File: config.mk
export PLATFORM = sky130hd
export DESIGN_NAME = weekly_setpoint_schedule_lookup_core
export DESIGN_NICKNAME = d
export VERILOG_FILES = /design/src/rtl/wssl_pkg.sv /design/src/rtl/weekly_setpoint_schedule_lookup_core.sv /design/src/rtl/wssl_ctrl.sv /design/src/rtl/wssl_dpath.sv
export SDC_FILE = /design/constraint.sdc
export NUM_CORES = 1
export LEC_CHECK = 0
export BUFFER_PORTS_ARGS = -buffer_cell sky130_fd_sc_hd__buf_2
export CORE_MARGIN = 5
export CORE_UTILIZATION = 30
export CTS_CLUSTER_SIZE = 30
export DETAILED_ROUTE_END_ITERATION = 10
export GPL_ROUTABILITY_DRIVEN = 1
export PLACE_DENSITY = 0.43
export SYNTH_ARGS = -nofsm -noshare
export SYNTH_HDL_FRONTEND = slang
export SYNTH_SLANG_ARGS = --single-unit
File: constraint.sdc
create_clock -name clock -period 3.7 [get_ports clock]
set_input_delay 0.74 -clock clock [delete_from_list [all_inputs] [get_ports clock]]
set_output_delay 0.74 -clock clock [all_outputs]
set_load 0.02 [all_outputs]
File: src/rtl/wssl_pkg.sv
// Types and constants shared by the weekly setpoint schedule lookup block.
`default_nettype none
package wssl_pkg;

   localparam int DAYS    = 7;
   localparam int DAY_W   = 3;
   localparam int SLOT_W  = 4;
   localparam int COUNT_W = 4;
   localparam int HOUR_W  = 5;
   localparam int MIN_W   = 6;
   localparam int TEMP_W  = 8;
   localparam int KEY_W   = HOUR_W + MIN_W;
   localparam int ENTRY_W = KEY_W + TEMP_W;

   localparam int CSR_ADDR_W = 3;
   localparam int CSR_DATA_W = 32;
   localparam logic REG_DEFAULT_SETPOINT = 1'b0;
   localparam logic [TEMP_W-1:0] DEFAULT_SETPOINT_RESET = 8'd20;

   localparam logic [1:0] REQ_WRITE = 2'd0;
   localparam logic [1:0] REQ_COUNT = 2'd1;
   localparam logic [1:0] REQ_QUERY = 2'd2;

   localparam logic [1:0] SRC_SAME    = 2'd0;
   localparam logic [1:0] SRC_EARLIER = 2'd1;
   localparam logic [1:0] SRC_WRAP    = 2'd2;
   localparam logic [1:0] SRC_DEFAULT = 2'd3;

   typedef struct packed {
      logic [1:0]         req_type;
      logic [DAY_W-1:0]   day;
      logic [SLOT_W-1:0]  slot;
      logic [HOUR_W-1:0]  hour;
      logic [MIN_W-1:0]   minute;
      logic [TEMP_W-1:0]  temperature;
      logic [COUNT_W-1:0] entry_count;
   } req_beat_type;

   typedef struct packed {
      logic [TEMP_W-1:0] setpoint;
      logic [1:0]        source;
      logic              error;
   } rsp_beat_type;

   typedef struct packed {
      logic              accept;
      logic              clear_best;
      logic              issue;
      logic              same_day;
      logic              finish;
      logic [DAY_W-1:0]  day;
      logic [SLOT_W-1:0] slot;
      logic [1:0]        source;
   } cmd_type;

   typedef struct packed {
      logic               scan_start;
      logic [DAY_W-1:0]   new_day;
      logic [DAY_W-1:0]   q_day;
      logic [COUNT_W-1:0] day_count;
      logic               best_valid;
      logic               out_free;
   } status_type;

endpackage
`default_nettype wire

File: src/rtl/weekly_setpoint_schedule_lookup_core.sv
// Top level of the weekly setpoint schedule store and lookup.
//
//  channel | direction | handshake            | beat
//  req     | in        | req_valid/req_stall  | req_beat_type: request, day, slot, time, temp
//  rsp     | out       | rsp_valid/rsp_stall  | rsp_beat_type: setpoint, source, error
//  csr     | in/out    | APB, pready always 1 | default_setpoint at addresses 0 to 3
//
// Writes, count updates and refused requests answer in the cycle after the beat.
// A query walks up to DAYS+1 days through the single entry memory read port,
// each day through ST_DAY, then ST_SCAN per entry and ST_DRAIN if it has any,
// then ST_CHECK; the answer loads in ST_FINISH. Reset is synchronous and
// clears the day counts; the entry memory is not cleared. A result held by
// rsp_stall stays in the output register and keeps req_stall high until it is taken.
`default_nettype none
module weekly_setpoint_schedule_lookup_core #(
   parameter int ENTRIES_PER_DAY = 8
) (
   input  wire                                  clock,
   input  wire                                  reset,
   input  wire                                  req_valid,
   output logic                                 req_stall,
   input  wssl_pkg::req_beat_type               req_beat,
   output logic                                 rsp_valid,
   input  wire                                  rsp_stall,
   output wssl_pkg::rsp_beat_type               rsp_beat,
   input  wire                                  csr_psel,
   input  wire                                  csr_penable,
   input  wire                                  csr_pwrite,
   input  wire [wssl_pkg::CSR_ADDR_W-1:0]       csr_paddr,
   input  wire [wssl_pkg::CSR_DATA_W-1:0]       csr_pwdata,
   output logic [wssl_pkg::CSR_DATA_W-1:0]      csr_prdata,
   output logic                                 csr_pready
);
   import wssl_pkg::*;

   logic [TEMP_W-1:0] default_ff, default_in;
   logic              csr_hit;
   cmd_type           cmd;
   status_type        sts;

   assign csr_pready = 1'b1;
   assign csr_hit    = csr_paddr[CSR_ADDR_W-1] == REG_DEFAULT_SETPOINT;
   assign csr_prdata = csr_hit ? CSR_DATA_W'(default_ff) : '0;

   always_comb begin
      default_in = default_ff;
      if (csr_psel && csr_penable && csr_pwrite && csr_pready && csr_hit) begin
         default_in = csr_pwdata[TEMP_W-1:0];
      end
   end

   always_ff @(posedge clock) begin
      if (reset) begin
         default_ff <= DEFAULT_SETPOINT_RESET;
      end else begin
         default_ff <= default_in;
      end
   end

   wssl_ctrl u_ctrl (
      .clock     (clock),
      .reset     (reset),
      .req_valid (req_valid),
      .req_stall (req_stall),
      .sts       (sts),
      .cmd       (cmd)
   );

   wssl_dpath #(
      .ENTRIES_PER_DAY (ENTRIES_PER_DAY)
   ) u_dpath (
      .clock            (clock),
      .reset            (reset),
      .req_beat         (req_beat),
      .default_setpoint (default_ff),
      .cmd              (cmd),
      .sts              (sts),
      .rsp_valid        (rsp_valid),
      .rsp_stall        (rsp_stall),
      .rsp_beat         (rsp_beat)
   );

endmodule
`default_nettype wire

File: src/rtl/wssl_ctrl.sv
// Query sequencer: walks days and slots and tells the datapath what to read.
`default_nettype none
module wssl_ctrl (
   input  wire                 clock,
   input  wire                 reset,
   input  wire                 req_valid,
   output logic                req_stall,
   input  wssl_pkg::status_type sts,
   output wssl_pkg::cmd_type   cmd
);
   import wssl_pkg::*;

   localparam logic [2:0] ST_IDLE   = 3'd0;
   localparam logic [2:0] ST_DAY    = 3'd1;
   localparam logic [2:0] ST_SCAN   = 3'd2;
   localparam logic [2:0] ST_DRAIN  = 3'd3;
   localparam logic [2:0] ST_CHECK  = 3'd4;
   localparam logic [2:0] ST_FINISH = 3'd5;

   localparam logic [DAY_W-1:0] LAST_DAY = DAY_W'(DAYS);

   logic [2:0]        state_ff, state_in;
   logic [1:0]        phase_ff, phase_in;
   logic [DAY_W-1:0]  day_ff, day_in;
   logic [SLOT_W-1:0] slot_ff, slot_in;
   logic              accept;

   assign req_stall = !((state_ff == ST_IDLE) && sts.out_free);
   assign accept    = req_valid && !req_stall;

   always_comb begin
      state_in = state_ff;
      phase_in = phase_ff;
      day_in   = day_ff;
      slot_in  = slot_ff;
      cmd            = '0;
      cmd.accept     = accept;
      cmd.day        = day_ff;
      cmd.slot       = slot_ff;
      cmd.source     = phase_ff;
      cmd.same_day   = (phase_ff == SRC_SAME);
      case (state_ff)
         ST_IDLE: begin
            if (accept && sts.scan_start) begin
               phase_in = SRC_SAME;
               day_in   = sts.new_day;
               state_in = ST_DAY;
            end
         end
         ST_DAY: begin
            cmd.clear_best = 1'b1;
            slot_in        = '0;
            if (sts.day_count == '0) begin
               state_in = ST_CHECK;
            end else begin
               state_in = ST_SCAN;
            end
         end
         ST_SCAN: begin
            cmd.issue = 1'b1;
            if (COUNT_W'(slot_ff + SLOT_W'(1)) == sts.day_count) begin
               state_in = ST_DRAIN;
            end else begin
               slot_in = SLOT_W'(slot_ff + SLOT_W'(1));
            end
         end
         ST_DRAIN: begin
            state_in = ST_CHECK;
         end
         ST_CHECK: begin
            if (sts.best_valid) begin
               state_in = ST_FINISH;
            end else begin
               state_in = ST_DAY;
               case (phase_ff)
                  SRC_SAME: begin
                     if (sts.q_day > DAY_W'(1)) begin
                        phase_in = SRC_EARLIER;
                        day_in   = DAY_W'(sts.q_day - DAY_W'(1));
                     end else begin
                        phase_in = SRC_WRAP;
                        day_in   = LAST_DAY;
                     end
                  end
                  SRC_EARLIER: begin
                     if (day_ff > DAY_W'(1)) begin
                        day_in = DAY_W'(day_ff - DAY_W'(1));
                     end else begin
                        phase_in = SRC_WRAP;
                        day_in   = LAST_DAY;
                     end
                  end
                  default: begin
                     if (day_ff > sts.q_day) begin
                        day_in = DAY_W'(day_ff - DAY_W'(1));
                     end else begin
                        state_in = ST_FINISH;
                     end
                  end
               endcase
            end
         end
         ST_FINISH: begin
            cmd.finish = sts.out_free;
            if (sts.out_free) begin
               state_in = ST_IDLE;
            end
         end
         default: begin
            state_in = ST_IDLE;
         end
      endcase
   end

   always_ff @(posedge clock) begin
      if (reset) begin
         state_ff <= ST_IDLE;
         phase_ff <= SRC_SAME;
         day_ff   <= '0;
         slot_ff  <= '0;
      end else begin
         state_ff <= state_in;
         phase_ff <= phase_in;
         day_ff   <= day_in;
         slot_ff  <= slot_in;
      end
   end

endmodule
`default_nettype wire

File: src/rtl/wssl_dpath.sv
// Datapath: entry memory, day counts, latest-time compare and result register.
`default_nettype none
module wssl_dpath #(
   parameter int ENTRIES_PER_DAY = 8
) (
   input  wire                                clock,
   input  wire                                reset,
   input  wssl_pkg::req_beat_type             req_beat,
   input  wire [wssl_pkg::TEMP_W-1:0]         default_setpoint,
   input  wssl_pkg::cmd_type                  cmd,
   output wssl_pkg::status_type               sts,
   output logic                               rsp_valid,
   input  wire                                rsp_stall,
   output wssl_pkg::rsp_beat_type             rsp_beat
);
   import wssl_pkg::*;

   localparam int DEPTH  = DAYS * ENTRIES_PER_DAY;
   localparam int ADDR_W = (DEPTH > 1) ? $clog2(DEPTH) : 1;
   localparam logic [SLOT_W-1:0]  SLOT_LIMIT  = SLOT_W'(ENTRIES_PER_DAY);
   localparam logic [COUNT_W-1:0] COUNT_LIMIT = COUNT_W'(ENTRIES_PER_DAY);
   localparam logic [DAY_W-1:0]   LAST_DAY    = DAY_W'(DAYS);

   logic [ENTRY_W-1:0] mem [DEPTH];
   logic [COUNT_W-1:0] day_counts_ff [DAYS];

   logic [ENTRY_W-1:0] rdata_ff;
   logic               cmp_valid_ff;
   logic               best_valid_ff, best_valid_in;
   logic [KEY_W-1:0]   best_key_ff, best_key_in;
   logic [TEMP_W-1:0]  best_temp_ff, best_temp_in;
   logic [KEY_W-1:0]   q_key_ff;
   logic [DAY_W-1:0]   q_day_ff;
   logic               rsp_valid_ff, rsp_valid_in;
   rsp_beat_type       rsp_ff, rsp_in;

   logic               day_ok, slot_ok, count_ok, do_write, do_count, scan_start;
   logic [DAY_W-1:0]   req_day0, cmd_day0;
   logic [ADDR_W-1:0]  wr_addr, rd_addr;
   logic [KEY_W-1:0]   key;
   logic               qualify, update, out_free, load_now;

   assign day_ok     = (req_beat.day != '0) && (req_beat.day <= LAST_DAY);
   assign slot_ok    = req_beat.slot < SLOT_LIMIT;
   assign count_ok   = req_beat.entry_count <= COUNT_LIMIT;
   assign scan_start = (req_beat.req_type == REQ_QUERY) && day_ok;
   assign do_write   = cmd.accept && (req_beat.req_type == REQ_WRITE) && day_ok && slot_ok;
   assign do_count   = cmd.accept && (req_beat.req_type == REQ_COUNT) && day_ok && count_ok;
   assign req_day0   = DAY_W'(req_beat.day - DAY_W'(1));
   assign cmd_day0   = DAY_W'(cmd.day - DAY_W'(1));
   assign wr_addr    = ADDR_W'(ADDR_W'(req_day0) * ADDR_W'(ENTRIES_PER_DAY)
                               + ADDR_W'(req_beat.slot));
   assign rd_addr    = ADDR_W'(ADDR_W'(cmd_day0) * ADDR_W'(ENTRIES_PER_DAY)
                               + ADDR_W'(cmd.slot));

   always_ff @(posedge clock) begin
      if (do_write) begin
         mem[wr_addr] <= {req_beat.hour, req_beat.minute, req_beat.temperature};
      end
      if (cmd.issue) begin
         rdata_ff <= mem[rd_addr];
      end
   end

   always_ff @(posedge clock) begin
      if (reset) begin
         for (int i = 0; i < DAYS; i++) begin
            day_counts_ff[i] <= '0;
         end
      end else if (do_count) begin
         day_counts_ff[req_day0] <= req_beat.entry_count;
      end
   end

   // latest time, at or before the limit on the query's own day; strict compare keeps the lower slot
   assign key     = rdata_ff[ENTRY_W-1:TEMP_W];
   assign qualify = !cmd.same_day || (key <= q_key_ff);
   assign update  = cmp_valid_ff && qualify && (!best_valid_ff || (key > best_key_ff));

   always_comb begin
      best_valid_in = best_valid_ff;
      best_key_in   = best_key_ff;
      best_temp_in  = best_temp_ff;
      if (cmd.clear_best) begin
         best_valid_in = 1'b0;
      end else if (update) begin
         best_valid_in = 1'b1;
         best_key_in   = key;
         best_temp_in  = rdata_ff[TEMP_W-1:0];
      end
   end

   assign out_free = !rsp_valid_ff || !rsp_stall;
   assign load_now = cmd.accept && !scan_start;

   always_comb begin
      rsp_in = '0;
      if (cmd.finish) begin
         rsp_in.setpoint = best_valid_ff ? best_temp_ff : default_setpoint;
         rsp_in.source   = best_valid_ff ? cmd.source : SRC_DEFAULT;
      end else begin
         case (req_beat.req_type)
            REQ_WRITE: begin
               rsp_in.error = !(day_ok && slot_ok);
            end
            REQ_COUNT: begin
               rsp_in.error = !(day_ok && count_ok);
            end
            REQ_QUERY: begin
               rsp_in.setpoint = default_setpoint;
               rsp_in.source   = SRC_DEFAULT;
               rsp_in.error    = 1'b1;
            end
            default: begin
               rsp_in = '0;
            end
         endcase
      end
   end

   always_comb begin
      rsp_valid_in = rsp_valid_ff;
      if (load_now || cmd.finish) begin
         rsp_valid_in = 1'b1;
      end else if (!rsp_stall) begin
         rsp_valid_in = 1'b0;
      end
   end

   always_ff @(posedge clock) begin
      if (reset) begin
         cmp_valid_ff  <= 1'b0;
         best_valid_ff <= 1'b0;
         rsp_valid_ff  <= 1'b0;
      end else begin
         cmp_valid_ff  <= cmd.issue;
         best_valid_ff <= best_valid_in;
         rsp_valid_ff  <= rsp_valid_in;
      end
   end

   always_ff @(posedge clock) begin
      best_key_ff  <= best_key_in;
      best_temp_ff <= best_temp_in;
      if (cmd.accept) begin
         q_key_ff <= {req_beat.hour, req_beat.minute};
         q_day_ff <= req_beat.day;
      end
      if (load_now || cmd.finish) begin
         rsp_ff <= rsp_in;
      end
   end

   assign sts.scan_start = scan_start;
   assign sts.new_day    = req_beat.day;
   assign sts.q_day      = q_day_ff;
   assign sts.day_count  = day_counts_ff[cmd_day0];
   assign sts.best_valid = best_valid_ff;
   assign sts.out_free   = out_free;

   assign rsp_valid = rsp_valid_ff;
   assign rsp_beat  = rsp_ff;

endmodule
`default_nettype wire

==> Word-level counts from Yosys, hierarchy flattened <==
Memory sizes are Yosys's and may differ from the RTL's. A register that Yosys moved wholly into a read port is not among the register bits.
Cells that the tools add are included.
{ "totals": {"register_bits": 67, "latch_bits": 0, "mem_bits_rw": 1092, "romBits": 0, "input_bits": 74, "out_inout_bits": 46, "word_cells": 141, "mem_count": 2} }
{ "memory_table": {"columns": ["memory", "words", "word_bits", "rd", "rd_ports_with_merged_regs", "wr", "line_no", "rtl"], "rows": [
  ["u_dpath.mem", 56, 19, 1, 1, 1, "wssl_dpath.sv:24", "logic [ENTRY_W-1:0] mem [DEPTH];"],
  ["u_dpath.day_counts_ff", 7, 4, 1, 0, 7, "wssl_dpath.sv:25", "logic [COUNT_W-1:0] day_counts_ff [DAYS];"]
]} }
{ "op_classes": {"add_sub_neg": 6, "mul": 0, "div": 0, "order_cmp": 8, "eq_ne": 18, "shifts": 0, "muxes": 44, "n_bitwise": 2, "reduce_logical": 46} }
{ "op_table": {"columns": ["op", "count"], "rows": [
  ["two-way mux 3 bit", 13],
  ["two-way mux 10 bit", 2],
  ["logical AND 1 bit", 19],
  ["one-hot mux 3 bit (6 select lines)", 1],
  ["two-way mux 8 bit", 2],
  ["two-way mux 1 bit", 13],
  ["adder 6 x 4 -> 6 bit", 2],
  ["one-hot mux 3 bit (2 select lines)", 2],
  ["> comparator 11 bit", 1],
  ["<= comparator 11 bit", 1],
  ["two-way mux 2 bit", 5],
  ["subtractor 3 x 1 -> 3 bit (second input constant)", 3],
  ["logical NOT 1 bit", 8],
  ["two-way mux 4 bit", 2],
  ["one-hot mux 2 bit (2 select lines)", 2],
  ["one-hot mux 4 bit (2 select lines)", 1],
  ["equality test 3 x 2 -> 1 bit (second input constant)", 2],
  ["equality test 3 bit (second input constant)", 2],
  ["> comparator 3 x 1 -> 1 bit (second input constant)", 2],
  ["!= test 2 x 1 -> 1 bit (second input constant)", 3],
  ["!= test 2 bit (second input constant)", 3],
  ["AND reduction 5 bit", 1],
  ["adder 4 x 1 -> 4 bit (second input constant)", 1],
  ["equality test 2 x 1 -> 1 bit (second input constant)", 2],
  ["23 further kinds", 31]
]} }

==> Longest topological paths before layout <==
Gate-level depths: netlist of the first run.
{ "depth": {"word_depth": 12, "ltp_mapped": 13, "mapped_depth_nobuf": 9} }

==> Modules after synthesis <==
Synthesis of the first run repeated with hierarchy kept, for this count alone.
{ "hier_totals": {"hier_cells": 2313, "hier_area_um2": 46975.1} }
{ "modules_own_cells": {"columns": ["mod", "n_inst", "cells_each", "area_each_um2", "seq_area_each_um2"], "rows": [
  ["wssl_dpath", 1, 2096, 45253.4, 34823.4],
  ["wssl_ctrl", 1, 147, 1101.1, 240.2],
  ["weekly_setpoint_schedule_lookup_core", 1, 70, 620.6, 160.2]
]} }

==> Worst setup path before layout of the first run <==
Ideal clock, no wire load.
{ "synth_timing": {"kind": "input to register", "start": "in req_beat[27] in the netlist's numbering", "end": "mem u_dpath.mem[30][0] in the netlist's numbering, enable pin", "setup_ns": 0.395, "t_arrival_ns": 3.141, "t_required_ns": 3.305, "setup_slack_ns": 0.165, "path_stages": 8, "path_buffers": 1, "path_cell_list": "clkbuf_1 -> inv_1 -> ha_1 -> inv_1 -> ha_1 -> xnor2_1 -> nand3_1 -> nor2_1"} }
{ "synth_between": {"elab_chain_cells": 6, "elab_cells_between_ends": 9, "cone_classes": "add/sub: 2; order compare: 1; mux: 2; reduce/logical: 4"} }
{ "synth_rtl": {"columns": ["element", "line_no", "rtl"], "rows": [
  ["start: declaration", "weekly_setpoint_schedule_lookup_core.sv:22", "input wssl_pkg::req_beat_type req_beat,"],
  ["parallel branches: the longest is 6 deep, another holds adder 6 x 4 -> 6 bit", null, null],
  ["end: declaration", "wssl_dpath.sv:24", null]
]} }
Several ways; the timed one is not identified.

==> Final worst setup path of the first run <==
{ "layout_timing": {"start": "reg u_ctrl.slot_ff[0]", "end": "reg u_dpath.rdata_ff[1] (read register of u_dpath.mem), data pin"} }
{ "layout_between": {"elab_chain_cells": 1} }
{ "layout_rtl": {"columns": ["element", "line_no", "rtl"], "rows": [
  ["start: declaration", "wssl_ctrl.sv:25", "logic [SLOT_W-1:0] slot_ff, slot_in;"],
  ["start signal: assignment", "wssl_ctrl.sv:125", "slot_ff <= slot_in;"],
  ["adder 6 x 4 -> 6 bit", "wssl_dpath.sv:54", "+ ADDR_W'(cmd.slot));"],
  ["end: declaration", "wssl_dpath.sv:27", "logic [ENTRY_W-1:0] rdata_ff;"]
]} }
Every way passes these cells.
A chain may end at the register's enable or synchronous reset.

==> reports/summary.txt, run 1 <==
Outcome: completed
Drt wl/cell: 26.2 um
Worst Skew: 0.0292 ns
Slew Limit Headroom: 17.1%
Max Cap Violations: 0
H-tree depth: 4
Top Ports: 120
Num Clock Sinks: 1,182
Fin nets: 2,504
Combinational group share of total power: 4.3%
Setup TNS: 0 ns
Pleak: 0.0172 uW
Part of the cycle the worst path needs: 84.8%
Worst Path Class, Setup: register to register
Mapped Cells: 2,149
Layout cells sized above 1: 31.9%
IO Port Bufs: 68
Crit start category: register
Final setup violation count: 0
Initial antenna violation count: 6
Post-route cell area: 0.0553 sq mm
Number of vias per cell: 4.82
Power Density: 527 mW/mm^2
1st-iter DRT viols: 1,988
Post-Syn Area: 0.0465 sq mm
Remaining Overflow, GRT: 0
Yosys warns: 0
CTS tree: yes
Clk_lat worst skew: 0.76 ns
Post-synth top flop: edfxtp_1
Cell Rows: 144
Max-slew violation count: 0
Post-placement cell area: 0.0509 sq mm
Crit path required time: 4.15 ns
Residual DRC: 0
Starting density of the core: 30.2%
Crit end category: register
GRT Total Usage: 14.6%
Reg power frac: 50.7%
Vias: 21,870
TritonCTS buffer count: 136
First-pass GRT wire length: 170,000 um
Maximum vdd ir drop: 0.469 mV
List of most frequent post-synthesis cells: 1,155 x edfxtp_1, 331 x mux4_2, 93 x nor2_1
Die height: 404 um
Internal power: 23,000 uW
Asr flop ratio synth: 0%
Switch Pwr: 6140 uW
Hold Path Class: primary input to register
Antenna viol nets, final: 0
Synthesized area per cell: 21.6 sq um
Clock transition at path regs: 0.06 ns
Largest net degree at the start of global routing: 65
Worst Path Max Fanout: 21
Hold Violations, Final: 0
Switching share of total power: 21.0%
Core region area: 0.154 sq mm
Synth unique cells: 58
Area contributors post-synth: edfxtp_1 75%, mux4_2 16%, dfxtp_1 1.2%
RSZ-0062 raised after global routing: no
Most frequent cell after synthesis: edfxtp_1
RD Place Congestion: 0.757
DRT Pass-1 Iters: 5
Register area share after synthesis: 75.8%
Achievable Freq: 319 MHz
Vias in the first global route: 23,426
Tightest Pin Transition: 1.24 ns
DIE WIDTH: 404 um
Share of the synthesized area in the top cell type: 74.6%
EDFF count, synth: 1,155
Post-CTS sizing: 0
Proportion of power drawn by the clock network: 45.0%
Period minus WS final: 3.14 ns
Layout overhead on the synthesized area: 18.9%
Clk root buf: clkbuf_16
Yosys reg bits: 1,182
Final wirelength: 119,000 um
Worst EP arrival: 3.58 ns
Post-CTS Hold Buffers: 0
Area leader, netlist: edfxtp_1
Setup Buffers After CTS: 0
Fill count: 14,124
DPL Wire Length: 69,200 um
Maximum buffer depth of the clock tree: 3
Die footprint: 0.163 sq mm
## final timing paths
check,startpoint,endpoint,slack (ns),cells after the start
setup reg to reg,u_ctrl.slot_ff[0]$_SDFFE_PP0P_,u_dpath.rdata_ff[1]$_DFFE_PP_,0.56,7
hold reg to reg,u_dpath.rdata_ff[7]$_DFFE_PP_,u_dpath.best_temp_ff[7]$_DFFE_PP_,0.42,0
hold / removal,csr_pwdata[4],default_ff[4]$_SDFFE_PP1P_,0.21,3
setup / recovery,u_ctrl.slot_ff[0]$_SDFFE_PP0P_,u_dpath.rdata_ff[1]$_DFFE_PP_,0.56,7
## cells in the final DEF, fill, tap and decap left out, types with 11 or more instances in the layout
cell / instances
nor2b_1: 20
mux4_2: 331
conb_1: 25
buf_12: 71
inv_1: 43
a21oi_1: 23
nor2_2: 56
o21ai_1: 39
clkbuf_16: 142
clkinv_2: 20
buf_4: 64
clkbuf_1: 27
bufinv_16: 11
mux2i_1: 46
clkinv_1: 21
nand2_1: 84
ha_1: 36
buf_2: 68
nor2_1: 37
dfxtp_1: 24
edfxtp_1: 1155
## cell families (layout without fill, tap and decap cells)
family | Yosys count | in the layout | share of synthesized area [%]
flops | 1182 | 1182 | 75.8
mux | 377 | 377 | 17.0
simple gates | 257 | 257 | 2.54
buf+inv | 163 | 485 | 1.72
compound gates | 119 | 119 | 1.70
fa+ha+maj | 37 | 37 | 0.996
xor+xnor | 12 | 12 | 0.242
other cells | 2 | 29 | 0.0162
## critical path, stage by stage (launching register included)
cell	delay, ns
dfxtp_4	0.57
buf_4	0.47
mux4_2	0.59
mux4_2	0.58
nand2_1	0.11
o21ai_1	0.17
nand2_1	0.13
o21ai_1	0.16
## state kept, by name, summed over array words and instances, names as in the netlist
| signal | flops |
|---|---|
| u_dpath.rdata_ff | 19 |
| u_dpath.q_key_ff | 11 |
| u_ctrl.phase_ff | 2 |
| u_dpath.best_key_ff | 11 |
| u_ctrl.day_ff | 3 |
| u_dpath.day_counts_ff | 32 |
| u_ctrl.state_ff | 3 |
| default_ff | 8 |
| u_dpath.best_temp_ff | 8 |
| u_dpath.best_valid_ff | 1 |
| u_dpath.rsp_beat | 11 |
| u_dpath.cmp_valid_ff | 1 |
| u_dpath.q_day_ff | 3 |
| u_ctrl.slot_ff | 4 |
| u_dpath.rsp_valid | 1 |
| u_dpath.mem | 1064 |
## power groups by stage
| stage | logic (uW) | registers, uW | clock network [uW] |
|---|---|---|---|
| finish | 1250 | 14800 | 13100 |
| global route | 1350 | 14800 | 14100 |
| CTS | 1280 | 14800 | 13500 |
| detailed placement | 1280 | 15100 | 0 |
| global placement | 1250 | 15100 | 0 |
| floorplan | 637 | 15100 | 0 |
## layer usage
metal | routed length (um) | share of wire [%] | global-route usage, % | vias up
li1 | - | - | - | 9386
met1 | 51600 | 43 | 19.8 | 11772
met2 | 57900 | 49 | 24.0 | 566
met3 | 7270 | 6.1 | 3.41 | 146
met4 | 2200 | 1.8 | 3.68 | 0
met5 | 0 | 0 | 0 | -
## metrics by stage
| step | hold slack (ns) | total power (uW) | utilization [%] | setup WS (ns) | instances |
|---|---|---|---|---|---|
| floorplan | 0.400 | 15700 | - | 0.165 | 2172 |
| global placement | 0.406 | 16300 | 33.1 | 0.503 | 4299 |
| detailed placement | 0.405 | 16300 | 33.1 | 0.481 | 4299 |
| CTS | 0.138 | 29600 | 35.9 | 0.481 | 4538 |
| global route | 0.165 | 30200 | 35.9 | 0.388 | 4538 |
| finish | 0.215 | 29200 | 35.9 | 0.563 | 4542 |
## area by class of cell
class | instances | area (sq um) | area share [%]
sequential | 1182 | 35200 | 63.7
timing repair buffer | 203 | 2240 | 4.06
inverter | 43 | 161 | 0.292
tap | 2044 | 2560 | 4.63
clock inverter | 66 | 651 | 1.18
antenna | 4 | 10.0 | 0.0181
multi-input combinational | 827 | 10700 | 19.4
clock buffer | 173 | 3710 | 6.71
No activity file was read; power rests on OpenSTA's default activity.
==> run 2: changes to the inputs <==
--- a/config.mk
+++ b/config.mk
@@ -11,7 +11,7 @@
 export CTS_CLUSTER_SIZE = 30
 export DETAILED_ROUTE_END_ITERATION = 10
 export GPL_ROUTABILITY_DRIVEN = 1
-export PLACE_DENSITY = 0.43
+export PLACE_DENSITY = 0.41
 export SYNTH_ARGS = -nofsm -noshare
 export SYNTH_HDL_FRONTEND = slang
 export SYNTH_SLANG_ARGS = --single-unit
==> constraint.sdc (replaced) <==
create_clock -name clock -period 3 [get_ports clock]
set_input_delay 0.6 -clock clock [delete_from_list [all_inputs] [get_ports clock]]
set_output_delay 0.6 -clock clock [all_outputs]
set_load 0.02 [all_outputs]
==> reports/summary.txt, run 2 (same netlist as run 1, synthesis figures left out) <==
Core region area: 0.154 sq mm (unchanged)
TritonCTS buffer count: 134 (was 136)
Worst Path Class, Setup: register to register (unchanged)
Crit start category: register (unchanged)
Tightest Pin Transition: 0.907 ns (was 1.24 ns)
Remaining Overflow, GRT: 0 (unchanged)
Max FFs per register: 1,064 (unchanged)
Final setup violation count: 0 (unchanged)
Post-CTS Hold Buffers: 0 (unchanged)
Post-CTS sizing: 0 (unchanged)
Worst EP arrival: 3.19 ns (was 3.58 ns)
Clock transition at path regs: 0.06 ns (about the same)
Hold Path Class: primary input to register (unchanged)
First-pass GRT wire length: 175,000 um (was 170,000 um)
Vias in the first global route: 23,726 (was 23,426)
Fin nets: 2,578 (was 2,504)
Maximum buffer depth of the clock tree: 3 (unchanged)
Maximum vdd ir drop: 0.504 mV (was 0.469 mV)
Residual DRC: 0 (unchanged)
Worst Skew: 0.0195 ns (was 0.0292 ns)
Crit end category: register (unchanged)
Top Ports: 120 (unchanged)
Number of vias per cell: 4.79 (was 4.82)
Crit path required time: 3.39 ns (was 4.15 ns)
Worst Path Max Fanout: 19 (was 21)
Part of the cycle the worst path needs: 93.5% (was 84.8%)
RD Place Congestion: 0.758 (was 0.757)
Biggest regs: u_dpath.mem (1064), u_dpath.day_counts_ff (32), u_dpath.rdata_ff (19) (unchanged)
Layout cells sized above 1: 34.3% (was 31.9%)
CTS tree: yes (unchanged)
Largest net degree at the start of global routing: 58 (was 65)
Max-slew violation count: 0 (unchanged)
Finished Layout Cells: 4,616 (was 4,542)
Achievable Freq: 357 MHz (was 319 MHz)
Commonest non-fill, non-tap cell in the layout: edfxtp_1 (unchanged)
Hold Violations, Final: 0 (unchanged)
Setup TNS: 0 ns (unchanged)
Top reg by flops: u_dpath.mem (unchanged)
Pleak: 0.0176 uW (was 0.0172 uW)
Period minus WS final: 2.80 ns (was 3.14 ns)
Clk root buf: clkbuf_16 (unchanged)
Final wirelength: 123,000 um (was 119,000 um)
Die height: 404 um (unchanged)
1st-iter DRT viols: 1,650 (was 1,988)
Outcome: completed (unchanged)
GRT Total Usage: 15.1% (was 14.6%)
Initial antenna violation count: 10 (was 6)
Commonest non-fill, non-tap cells in the layout: 1,155 x edfxtp_1, 331 x mux4_2, 139 x clkbuf_16 (was 1,155 x edfxtp_1, 331 x mux4_2, 142 x clkbuf_16)
DPL Wire Length: 78,400 um (was 69,200 um)
Num Clock Sinks: 1,182 (unchanged)
Slew Limit Headroom: 39.5% (was 17.1%)
Clk_lat worst skew: 0.75 ns (was 0.76 ns)
Total power: 35,500 uW (was 29,200 uW)
RSZ-0062 raised after global routing: no (unchanged)
H-tree depth: 4 (unchanged)
Vias: 22,108 (was 21,870)
DIE WIDTH: 404 um (unchanged)
Cell Rows: 144 (unchanged)
IO Port Bufs: 68 (unchanged)
DRT Pass-1 Iters: 5 (unchanged)
Layout overhead on the synthesized area: 21.3% (was 18.9%)
Placed cells: 4,375 (was 4,299)
Starting density of the core: 30.2% (unchanged)
Die footprint: 0.163 sq mm (unchanged)
Max Cap Violations: 0 (unchanged)
Drt wl/cell: 26.6 um (was 26.2 um)
Power Density: 629 mW/mm^2 (was 527 mW/mm^2)
Antenna viol nets, final: 0 (unchanged)
Setup Buffers After CTS: 0 (unchanged)
-- run 2: cell count changes in the layout (fill, tap and decap cells not counted), moves of 5 or more --
cell | previous run | this run
nor2_2 | 56 | 0
nor2_4 | 0 | 56
buf_4 | 64 | 110
buf_12 | 71 | 101
nand2_1 | 84 | 75
nand2_2 | 0 | 9
clkinv_2 | 20 | 25
-- run 2: path summary, 6_finish.rpt --
| check | start | end | slack (ns) | cells past startpoint |
|---|---|---|---|---|
| hold reg to reg | u_dpath.rdata_ff[4]$_DFFE_PP_ | u_dpath.best_temp_ff[4]$_DFFE_PP_ | 0.42 | 0 |
| setup / recovery | u_ctrl.slot_ff[0]$_SDFFE_PP0P_ | u_dpath.rdata_ff[5]$_DFFE_PP_ | 0.20 | 8 |
| setup reg to reg | u_ctrl.slot_ff[0]$_SDFFE_PP0P_ | u_dpath.rdata_ff[5]$_DFFE_PP_ | 0.20 | 8 |
| hold / removal | csr_pwdata[4] | default_ff[4]$_SDFFE_PP1P_ | 0.09 | 3 |
-- run 2: final cells by class --
type | count | area (sq um)
Antenna cell | 3 | 7.51
Clock buffer | 167 | 3580
Clock inverter | 71 | 591
Fill cell | 14111 | 97700
Inverter | 43 | 161
Multi-Input combinational cell | 827 | 11100
Sequential cell | 1182 | 35200
Tap cell | 2044 | 2560
Timing Repair Buffer | 279 | 3190
-- run 2: where the power goes --
| group | internal, uW | switching (uW) | leakage, uW | total (uW) |
|---|---|---|---|---|
| Combinational | 566 | 1070 | 0.00492 | 1640 |
| Sequential | 18200 | 29.3 | 0.0106 | 18200 |
| Clock | 9080 | 6550 | 0.00204 | 15600 |
| Total | 27800 | 7650 | 0.0176 | 35500 |
-- run 2: per-stage QoR --
| stage | hold slack, ns | setup slack [ns] | cell area, sq um | utilization [%] |
|---|---|---|---|---|
| final | 0.0920 | 0.195 | 56400 | 36.6 |
| after global routing | 0.0620 | 0.0804 | 56400 | 36.6 |
| after CTS | 0.0177 | 0.182 | 56400 | 36.6 |
| after detailed placement | 0.406 | -0.000463 | 52200 | 33.9 |
| after global placement | 0.407 | -0.0179 | 52200 | 33.9 |
| after floorplan | 0.400 | -0.0486 | 47100 | - |
-- run 2: routing by layer --
layer / GRT usage [%] / routed length [um] / vias up
met5: 0 / 20 / -
met4: 3.79 / 2430 / 2
met3: 3.13 / 6960 / 151
met2: 24.8 / 60000 / 515
met1: 20.6 / 53600 / 11879
li1: - / - / 9561
-- run 2: worst max-delay path: stages (launching register included) --
cell and delay (ns):
dfxtp_4 0.39, buf_12 0.20, buf_12 0.23, mux4_2 0.54, mux4_2 0.56, nand2_1 0.11, o21ai_1 0.06, nand2_1 0.06
o21ai_1 0.25
==> run 3: changes to the inputs <==
--- a/config.mk
+++ b/config.mk
@@ -7,11 +7,10 @@
 export LEC_CHECK = 0
 export BUFFER_PORTS_ARGS = -buffer_cell sky130_fd_sc_hd__buf_2
 export CORE_MARGIN = 5
-export CORE_UTILIZATION = 30
+export CORE_UTILIZATION = 34
 export CTS_CLUSTER_SIZE = 30
 export DETAILED_ROUTE_END_ITERATION = 10
 export GPL_ROUTABILITY_DRIVEN = 1
-export PLACE_DENSITY = 0.41
 export SYNTH_ARGS = -nofsm -noshare
 export SYNTH_HDL_FRONTEND = slang
 export SYNTH_SLANG_ARGS = --single-unit
==> reports/summary.txt, run 3 (same netlist as run 1, synthesis figures left out) <==
Buf/Inv on CP: 2 (unchanged)
Drt wl/cell: 25.1 um (was 26.6 um)
Max Cap Violations: 0 (unchanged)
Commonest non-fill, non-tap cell in the layout: edfxtp_1 (unchanged)
Clk root buf: clkbuf_16 (unchanged)
Top reg by flops: u_dpath.mem (unchanged)
Max-slew violation count: 0 (unchanged)
Pleak: 0.0171 uW (was 0.0176 uW)
Post-CTS Hold Buffers: 0 (unchanged)
Depth of the most critical reg-to-reg path: 8 (unchanged)
Final worst slack: 0.139 ns (was 0.195 ns)
Maximum vdd ir drop: 0.455 mV (was 0.504 mV)
Die footprint: 0.144 sq mm (was 0.163 sq mm)
Crit path required time: 3.41 ns (was 3.39 ns)
Layout overhead on the synthesized area: 18.7% (was 21.3%)
Fin util: 40.7% (was 36.6%)
Fin nets: 2,524 (was 2,578)
Hold Violations, Final: 0 (unchanged)
Final wirelength: 108,000 um (was 123,000 um)
Tightest Pin Transition: 1.13 ns (was 0.907 ns)
Crit end category: register (unchanged)
Initial antenna violation count: 14 (was 10)
Vias: 22,212 (was 22,108)
Vias in the first global route: 23,312 (was 23,726)
Hold Path Class: primary input to register (unchanged)
Worst Skew: 0.0166 ns (was 0.0195 ns)
H-tree depth: 3 (was 4)
Worst EP arrival: 3.27 ns (was 3.19 ns)
Worst Path Class, Setup: register to register (unchanged)
Outcome: completed (unchanged)
GRT Total Usage: 14.8% (was 15.1%)
Biggest regs: u_dpath.mem (1064), u_dpath.day_counts_ff (32), u_dpath.rdata_ff (19) (unchanged)
Total power: 33,700 uW (was 35,500 uW)
Antenna viol nets, final: 0 (unchanged)
TritonCTS buffer count: 120 (was 134)
DPL Wire Length: 65,500 um (was 78,400 um)
Slowest stage cell, crit path: mux4_2 (unchanged)
Cell Rows: 135 (was 144)
Final setup violation count: 0 (unchanged)
Die height: 380 um (was 404 um)
CP endpoint: u_dpath.rdata_ff[3]$_DFFE_PP_ (was u_dpath.rdata_ff[5]$_DFFE_PP_)
Maximum buffer depth of the clock tree: 3 (unchanged)
Reg-to-Reg Start: u_ctrl.slot_ff[0]$_SDFFE_PP0P_ (unchanged)
Top Ports: 120 (unchanged)
Delay-heaviest family, CP: multiplexers (unchanged)
Clk_lat worst skew: 0.69 ns (was 0.75 ns)
Setup TNS: 0 ns (unchanged)
Crit path depth: 8 (unchanged)
Core region area: 0.136 sq mm (was 0.154 sq mm)
Clock transition at path regs: 0.06 ns (about the same)
Reg2reg end: u_dpath.rdata_ff[3]$_DFFE_PP_ (was u_dpath.rdata_ff[5]$_DFFE_PP_)
Largest net degree at the start of global routing: 58 (unchanged)
Residual DRC: 0 (unchanged)
Worst Path Max Fanout: 20 (was 19)
Slew Limit Headroom: 24.5% (was 39.5%)
RD Place Congestion: 0.786 (was 0.758)
Power Density: 610 mW/mm^2 (was 629 mW/mm^2)
Commonest non-fill, non-tap cells in the layout: 1,155 x edfxtp_1, 331 x mux4_2, 125 x clkbuf_16 (was 1,155 x edfxtp_1, 331 x mux4_2, 139 x clkbuf_16)
RSZ-0062 raised after global routing: no (unchanged)
Period minus WS final: 2.86 ns (was 2.80 ns)
DRT Pass-1 Iters: 7 (was 5)
Flop-to-flop setup slack: 0.14 ns (was 0.20 ns)
Remaining Overflow, GRT: 0 (unchanged)
Part of the cycle the worst path needs: 95.4% (was 93.5%)
Layout cells sized above 1: 32.4% (was 34.3%)
Max incr delay on CP: 0.57 ns (was 0.56 ns)
Num Clock Sinks: 1,182 (unchanged)
Starting density of the core: 34.3% (was 30.2%)
Max FFs per register: 1,064 (unchanged)
First-pass GRT wire length: 158,000 um (was 175,000 um)
Dpl ws: -0.00587 ns (was -0.000463 ns)
Post-placement cell area: 0.0515 sq mm (was 0.0522 sq mm)
DIE WIDTH: 380 um (was 404 um)
Achievable Freq: 350 MHz (was 357 MHz)
CTS tree: yes (unchanged)
Critical Path Source: u_ctrl.slot_ff[0]$_SDFFE_PP0P_ (unchanged)
Crit start category: register (unchanged)
1st-iter DRT viols: 2,095 (was 1,650)
Setup Buffers After CTS: 0 (unchanged)
Post-route cell area: 0.0552 sq mm (was 0.0564 sq mm)
IO Port Bufs: 68 (unchanged)
Cell chain of the critical path: buf_12 > buf_12 > mux4_2 > mux4_2 > nand2_1 > o21ai_1 > nand2_1 > o21ai_1 (unchanged)
Number of vias per cell: 5.17 (was 4.79)
## run 3: cell types whose count changed in the layout (fill, tap and decap cells not counted), sizes merged
cell      before  now
diode          3    6
clkinvlp       5    1
buf          279  239
bufinv         7    4
clkinv        56   61
clkbuf       167  149
## run 3: how the worst min path moves through the flow
stage | endpoint | startpoint | cells after the start
5_1_grt | default_ff[2]$_SDFFE_PP1P_ | csr_pwdata[2] | 3
4_1_cts | default_ff[4]$_SDFFE_PP1P_ | csr_pwdata[4] | 3
3_5_place_dp | u_dpath.best_temp_ff[5]$_DFFE_PP_ | u_dpath.rdata_ff[5]$_DFFE_PP_ | 0
6_report | default_ff[2]$_SDFFE_PP1P_ | csr_pwdata[2] | 3
3_3_place_gp | u_dpath.best_temp_ff[2]$_DFFE_PP_ | u_dpath.rdata_ff[2]$_DFFE_PP_ | 0
2_1_floorplan | u_dpath.best_temp_ff[0]$_DFFE_PP_ | u_dpath.rdata_ff[0]$_DFFE_PP_ | 0
## run 3: per-stage QoR
| stage | hold slack, ns | instances |
|---|---|---|
| floorplan | 0.400 | 2172 |
| global placement | 0.405 | 4072 |
| detailed placement | 0.405 | 4072 |
| CTS | 0.0901 | 4290 |
| global route | 0.117 | 4291 |
| finish | 0.139 | 4296 |
## run 3: area by class of cell
class,instances,area [sq um]
fill,11675,80400
sequential,1182,35200
multi-input combinational,827,11100
clock buffer,149,3220
timing repair buffer,239,2850
tap,1781,2230
clock inverter,69,420
inverter,43,161
antenna,6,15.0
## run 3: where the power goes
part / total (uW) / switching (uW) / internal [uW]
sequential: 18200 / 33.8 / 18200
combinational: 1610 / 1020 / 589
clock: 13800 / 5950 / 7870
total: 33700 / 7010 / 26700
## run 3: repair_timing
item,4_1_cts,5_1_grt
setup endpoints to repair,0,17
endpoints found under the hold margin,0,0
gates resized for setup,0,1
## run 3: tightest hold or removal path: stages
cell and delay, ns:
buf_2 0.08, nand2_1 0.04, nand3b_1 0.07
## run 3: routing by layer
metal	vias to the layer above	global-route usage (%)	part of all wire [%]
met1	11862	19.8	41
met4	16	3.47	2.2
li1	9431	-	-
met3	165	3.31	7.0
met2	738	24.6	49
met5	-	0	0.093
